<file path="src/ttrc_pkg.sv">
// Package for the three-term recurrence checksum unit.
// Holds the shared constants, structs and the modulo-65535 fold function.
// No dependencies.
`timescale 1ns / 1ps
`default_nettype none

package ttrc_pkg;

  // Recurrence constants.
  localparam logic [7:0]  FIRST_OFFSET = 8'd7;
  localparam logic [7:0]  ALPHA_STEP   = 8'd17;
  localparam logic [7:0]  BETA_STEP    = 8'd31;
  localparam logic [16:0] TERM_MOD     = 17'd65535;

  // Product widths: (byte + alpha) is 9 bits, beta is 8 bits, terms are 16 bits.
  localparam int unsigned PROD_W = 25;

  // Operands handed to the term datapath.
  typedef struct packed {
    logic [7:0]  data_byte;
    logic [7:0]  byte_index;
    logic [15:0] older_term;
    logic [15:0] newer_term;
  } term_in_t;

  // Load request for the result register.
  typedef struct packed {
    logic        load;
    logic [15:0] checksum;
  } out_load_t;

  // Reduces a 25-bit value modulo 65535 with one end-around fold and one
  // conditional subtract. The folded sum stays below twice the modulus.
  function automatic logic [15:0] fold_mod(input logic [PROD_W-1:0] x);
    logic [16:0] sum;
    logic [16:0] red;
    sum = {8'd0, x[PROD_W-1:16]} + {1'b0, x[15:0]};
    red = (sum >= TERM_MOD) ? (sum - TERM_MOD) : sum;
    return red[15:0];
  endfunction

endpackage

`default_nettype wire

</file>
<file path="src/ttrc_term.sv">
// Combinational next-term datapath of the recurrence checksum.
// Depends on ttrc_pkg for the constants, the operand struct and fold_mod.
`timescale 1ns / 1ps
`default_nettype none

module ttrc_term (
  input  ttrc_pkg::term_in_t operands,
  output logic [15:0]        next_term
);
  import ttrc_pkg::*;

  logic [7:0]        alpha;
  logic [7:0]        beta;
  logic [8:0]        coef;
  logic [PROD_W-1:0] pos;
  logic [PROD_W-1:0] neg;
  logic [PROD_W-1:0] pos_diff;
  logic [PROD_W-1:0] neg_diff;
  logic [15:0]       pos_red;
  logic [15:0]       neg_red;
  logic [16:0]       wrap_sum;
  logic              non_negative;

  // Index-derived coefficients; the 8-bit result keeps the low byte only.
  assign alpha = operands.byte_index * ALPHA_STEP;
  assign beta  = operands.byte_index * BETA_STEP;
  assign coef  = {1'b0, operands.data_byte} + {1'b0, alpha};

  // The two products of the recurrence.
  assign pos = PROD_W'(coef) * PROD_W'(operands.newer_term);
  assign neg = PROD_W'(beta) * PROD_W'(operands.older_term);

  // Signed difference handled as magnitude plus sign.
  assign non_negative = (pos >= neg);
  assign pos_diff     = pos - neg;
  assign neg_diff     = neg - pos;
  assign pos_red      = fold_mod(pos_diff);
  assign neg_red      = fold_mod(neg_diff);

  // A negative difference d gives (1 - |d|) mod 65535, as a 64-bit wrap does.
  assign wrap_sum = TERM_MOD + 17'd1 - {1'b0, neg_red};

  always_comb begin
    if (non_negative) begin
      next_term = pos_red;
    end else if (wrap_sum >= TERM_MOD) begin
      next_term = 16'(wrap_sum - TERM_MOD);
    end else begin
      next_term = wrap_sum[15:0];
    end
  end

endmodule

`default_nettype wire

</file>
<file path="src/ttrc_out_reg.sv">
// Result register of the recurrence checksum with valid/stall handshake.
// Depends on ttrc_pkg for the load request struct.
`timescale 1ns / 1ps
`default_nettype none

module ttrc_out_reg (
  input  logic                clk,
  input  logic                rst,
  input  ttrc_pkg::out_load_t load_req,
  output logic                free,
  output logic                out_valid,
  input  logic                out_stall,
  output logic [15:0]         checksum
);
  import ttrc_pkg::*;

  logic out_valid_next;

  // The register can take a new result when empty or when its transaction completes.
  assign free = !out_valid || !out_stall;

  assign out_valid_next = load_req.load || (out_valid && out_stall);

  always_ff @(posedge clk) begin
    if (rst) begin
      out_valid <= 1'b0;
    end else begin
      out_valid <= out_valid_next;
    end
  end

  // Payload loads only on a new result, so a stalled value holds.
  always_ff @(posedge clk) begin
    if (load_req.load) begin
      checksum <= load_req.checksum;
    end
  end

endmodule

`default_nettype wire

</file>
<file path="src/three_term_recurrence_checksum_unit.sv">
// Top level of the three-term recurrence checksum unit.
// Depends on ttrc_pkg, ttrc_term and ttrc_out_reg.
`timescale 1ns / 1ps
`default_nettype none

// The unit takes one message byte per cycle while in_stall is low and returns one
// checksum per message, after the byte marked last_byte. A byte is registered on
// accept, its term is computed from the input register and written back into the
// state registers, and the checksum passes through the result register to
// out_valid. The sustained rate is one byte per clock while the input does not
// stall; the clock is bounded by the state feedback loop, which runs through two
// small multipliers, a subtract and an end-around fold modulo 65535. The input
// side stalls only while a finished checksum waits and a further last byte is ready.
module three_term_recurrence_checksum_unit (
  input  logic        clk,
  input  logic        rst,
  input  logic        in_valid,
  output logic        in_stall,
  input  logic [7:0]  data_byte,
  input  logic        first_byte,
  input  logic        last_byte,
  output logic        out_valid,
  input  logic        out_stall,
  output logic [15:0] checksum
);
  import ttrc_pkg::*;

  logic        q_valid;
  logic        q_valid_next;
  logic [7:0]  q_byte;
  logic        q_first;
  logic        q_last;
  logic [15:0] older_term;
  logic [15:0] newer_term;
  logic [7:0]  byte_index;
  logic [15:0] older_term_next;
  logic [15:0] newer_term_next;
  logic [7:0]  byte_index_next;
  logic [15:0] next_term;
  logic        out_free;
  logic        advance;
  logic        in_accept;
  term_in_t    operands;
  out_load_t   load_req;

  // The input stage moves on unless it holds a last byte and the result register is busy.
  assign advance   = q_valid && (!q_last || out_free);
  assign in_stall  = q_valid && !advance;
  assign in_accept = in_valid && !in_stall;

  assign q_valid_next = in_accept || (q_valid && !advance);

  always_ff @(posedge clk) begin
    if (rst) begin
      q_valid <= 1'b0;
    end else begin
      q_valid <= q_valid_next;
    end
  end

  // Input register payload.
  always_ff @(posedge clk) begin
    if (in_accept) begin
      q_byte  <= data_byte;
      q_first <= first_byte;
      q_last  <= last_byte;
    end
  end

  // Recurrence datapath.
  assign operands.data_byte  = q_byte;
  assign operands.byte_index = byte_index;
  assign operands.older_term = older_term;
  assign operands.newer_term = newer_term;

  ttrc_term u_term (
    .operands  (operands),
    .next_term (next_term)
  );

  // State update: a first byte restarts the recurrence.
  always_comb begin
    older_term_next = older_term;
    newer_term_next = newer_term;
    byte_index_next = byte_index;
    if (advance) begin
      if (q_first) begin
        older_term_next = 16'd1;
        newer_term_next = {8'd0, q_byte} + {8'd0, FIRST_OFFSET};
        byte_index_next = 8'd1;
      end else begin
        older_term_next = newer_term;
        newer_term_next = next_term;
        byte_index_next = byte_index + 8'd1;
      end
    end
  end

  always_ff @(posedge clk) begin
    if (rst) begin
      older_term <= 16'd1;
      newer_term <= 16'd1;
      byte_index <= 8'd0;
    end else begin
      older_term <= older_term_next;
      newer_term <= newer_term_next;
      byte_index <= byte_index_next;
    end
  end

  // A last byte hands its term to the result register.
  assign load_req.load     = advance && q_last;
  assign load_req.checksum = newer_term_next;

  ttrc_out_reg u_out_reg (
    .clk       (clk),
    .rst       (rst),
    .load_req  (load_req),
    .free      (out_free),
    .out_valid (out_valid),
    .out_stall (out_stall),
    .checksum  (checksum)
  );

  // A new result transaction appears only after a last byte left the input stage.
  a_out_from_last: assert property (@(posedge clk) disable iff (rst)
    (out_valid && !$past(out_valid)) |-> $past(q_valid && q_last))
    else $error("result appeared without a last byte");

  // Both state terms always stay inside the modulus range.
  a_term_range: assert property (@(posedge clk) disable iff (rst)
    newer_term != 16'hFFFF && older_term != 16'hFFFF)
    else $error("recurrence term out of range");

  // The input side stalls only behind a waiting result.
  a_stall_cause: assert property (@(posedge clk) disable iff (rst)
    in_stall |-> (q_valid && q_last && out_valid && out_stall))
    else $error("input stalled without a waiting result");

  // A first byte restarts the index at one.
  a_first_index: assert property (@(posedge clk) disable iff (rst)
    (advance && q_first) |=> (byte_index == 8'd1 && older_term == 16'd1))
    else $error("first byte did not restart the recurrence");

endmodule

`default_nettype wire

</file>
<file path="config.mk">
export PLATFORM = sky130hd
export DESIGN_NAME = three_term_recurrence_checksum_unit
export DESIGN_NICKNAME = d
export VERILOG_FILES = /design/src/ttrc_pkg.sv /design/src/ttrc_term.sv /design/src/ttrc_out_reg.sv /design/src/three_term_recurrence_checksum_unit.sv
export SDC_FILE = /design/constraint.sdc
export NUM_CORES = 1
export LEC_CHECK = 0
export ABC_CLOCK_PERIOD_IN_PS = 18800
export BUFFER_PORTS_ARGS = -buffer_cell sky130_fd_sc_hd__buf_2
export CAP_MARGIN = 20
export CORE_UTILIZATION = 29
export DETAILED_ROUTE_END_ITERATION = 6
export SYNTH_ARGS = -nofsm -noshare
export SYNTH_HDL_FRONTEND = slang
export SYNTH_SLANG_ARGS = --single-unit
</file>
<file path="constraint.sdc">
create_clock -name clk -period 18.8 [get_ports clk]
set_input_delay 2.82 -clock clk [delete_from_list [all_inputs] [get_ports clk]]
set_output_delay 2.82 -clock clk [all_outputs]
set_load 0.005 [all_outputs]
</file>
==> results_dict.tcl <==
set metrics [dict create \
    status "finished, final reports clean" \
    end_kind "register" \
    utilization 0.314 \
    die-area_um2 60600 \
    synth-main-ff-cell "dfxtp_1" \
    finalWorstPathRequiredPeriod_ns 16.02 \
    clk_pin_slew_worst_paths_ns 0.06 \
    worst_r2r_path_depth 60 \
    drv_slew 0 \
    synth_edf_count 26 \
    cp_max_fo 16 \
    grt_max_degree 41 \
    rows 89 \
    die_h_um 246 \
    grtUsageTotal 0.175 \
    cts_buffer_depth 2 \
    ys_seq_area_frac 0.0938 \
    fin_skew_ns 0.00730 \
    vias_per_cell 5.11 \
    synth-seq-cells 68 \
    area_growth_pct 7.07 \
    hold_buffers 0 \
    grt_pass1_vias 14530 \
    yosys_warnings 0 \
    max_stage_delay_ns 0.56 \
    path_class "register to register" \
    tightest_slew_ns 1.02 \
    hold_viol 0 \
    port_buffers 31 \
    synth.area.top_cells "fa_1 (23%), ha_1 (13%), inv_1 (7.0%)" \
    ioPinCount 32 \
    ys_types 96 \
    drcViolationCount 0 \
    layout_commonest_cell "inv_1" \
    wire_per_inst_um 18.5 \
    layout-drive-gt1-share 0.0592 \
    cts_tree "yes" \
    grt_pass1_wl_um 82400 \
    core_area_um2 58900 \
    cts_buffers 9 \
    grt_util_met3 0.0130 \
    hpwl_um 43200 \
    postCtsSetupRepairBufs 0 \
    synthesis.instances 2100 \
    max_slew_margin 0.317 \
    critPathArrivalTime_ns 16.08 \
    grt_busiest_layer "met2" \
    die_w_um 246 \
    max_freq_mhz 62.4 \
    yosysTopAreaCell "fa_1" \
    critPathRequiredTime_ns 18.86 \
    clk_latency_ns 0.34 \
    fin_crit_sh 0.852 \
    start_util 0.293 \
    gp_congestion 0.952 \
    multiInputGateArea_um2 14100 \
    final_antenna_net_count 0 \
    vias 14562 \
    path_common_cell "a21oi_1" \
    antenna_found_initial 2 \
    first_pass_iters 6 \
    avgSynthCellArea_um2 8.23 \
    hp-class "register to register" \
    cts_root_buf "clkbuf_16" \
    routed_wl_um 52700 \
    synth-async-reset-ratio 0 \
    drt_iter0_markers 1082 \
    whs_path_depth 2 \
    cpMaxStageDelayCell "dfxtp_1" \
    syn_nets 2497 \
    regArea_um2 1620 \
    maxCapViolCount 0 \
    setup_viol 0 \
    final_cell_mix "inv_1 (321), nand2_1 (232), fa_1 (199)" \
    cts.sinks 68 \
    cts-resized-gates 0 \
    rsz0062_at_grt "no" \
    h-tree-depth 3 \
    nFillCells 6160 \
    cp-start-kind "register" \
    tns_ns 0 \
    gr-usage-met1 0.242 \
    synth_top_area_share 0.230 \
    synthesis.area_um2 17300 \
    grt-ovfl-total 0 \
    nets 2469 \
    num_antenna_cells 0 \
    use_met2 0.287 \
]
-- path summary, 6_finish.rpt --
check,from,to,slack [ns]
setup / recovery,byte_index[1]$_SDFFE_PP0P_,u_out_reg.checksum[3]$_DFFE_PP_,2.78
hold reg to reg,q_valid$_SDFF_PP0_,q_valid$_SDFF_PP0_,0.56
hold / removal,q_valid$_SDFF_PP0_,q_valid$_SDFF_PP0_,0.56
setup reg to reg,byte_index[1]$_SDFFE_PP0P_,u_out_reg.checksum[3]$_DFFE_PP_,2.78
-- metal layers --
layer	wire length, um	vias up
met4	1660	2
met1	23900	7226
met2	24700	414
li1	-	6835
met3	2510	85
met5	13	-
-- cell type report --
cell class / count / share of cell area
well taps: 773 / 0.0523
repair buffers: 45 / 0.0139
flip-flops and latches: 68 / 0.0876
inverters: 322 / 0.0653
clock buffers: 11 / 0.0149
multi-input cells: 1626 / 0.764
clock inverters: 5 / 0.00203
-- state kept, by name (all words and copies together), names as in the netlist --
signal               flops
q_last                   1
q_first                  1
q_byte                   8
q_valid                  1
u_out_reg.checksum      16
older_term              16
byte_index               8
newer_term              16
u_out_reg.out_valid      1
-- kinds of logic (layout without fill, tap and decap cells) --
group | Yosys count | count (layout) | share of synthesized area
simple gates | 678 | 678 | 0.202
buf+inv | 406 | 383 | 0.0902
compound gates | 394 | 394 | 0.158
fa+ha+maj | 383 | 383 | 0.364
xor+xnor | 164 | 164 | 0.0876
flops | 68 | 68 | 0.0938
mux | 7 | 7 | 0.00413
-- synthesized netlist by cell type, drive strengths merged, types with 7 or more instances --
master   count
nand3       44
nand2      233
o21ai       57
a211o        7
buf         15
dfxtp       42
and3        17
nand4       14
inv        321
a22oi        7
edfxtp      26
a21oi      129
xor2        47
nor2b       28
or2         14
nand2b      19
nor3        38
a211oi      12
a21o        42
and2       142
fa         199
nor3b        8
nand3b      19
o21bai      32
a31oi       14
a2111oi     10
nor4         7
nor2        80
o211ai      15
ha         184
o31ai        9
xnor2      116
clkbuf      69
-- critical path: cells and delay by family, from the launching register on --
family,cells,cell delay (ns)
fa+ha+maj,12,5.48
compound gates,28,6.20
simple gates,6,1.72
buf+inv,9,0.75
xor+xnor,4,0.58
mux,1,0.43
flops,1,0.56
-- metrics by stage --
step	hold WS [ns]	area, um^2	setup WS (ns)	std cells
floorplan	0.471	17300	4.63	2100
global route	0.584	18500	1.37	2850
global placement	0.532	18200	3.01	2832
CTS	0.558	18500	2.84	2849
detailed placement	0.546	18200	2.88	2833
finish	0.558	18500	2.78	2850
Power is left out: the tool's default activity adds up to more than one toggle a clock period on the data nets, which glitch-free logic cannot reach.
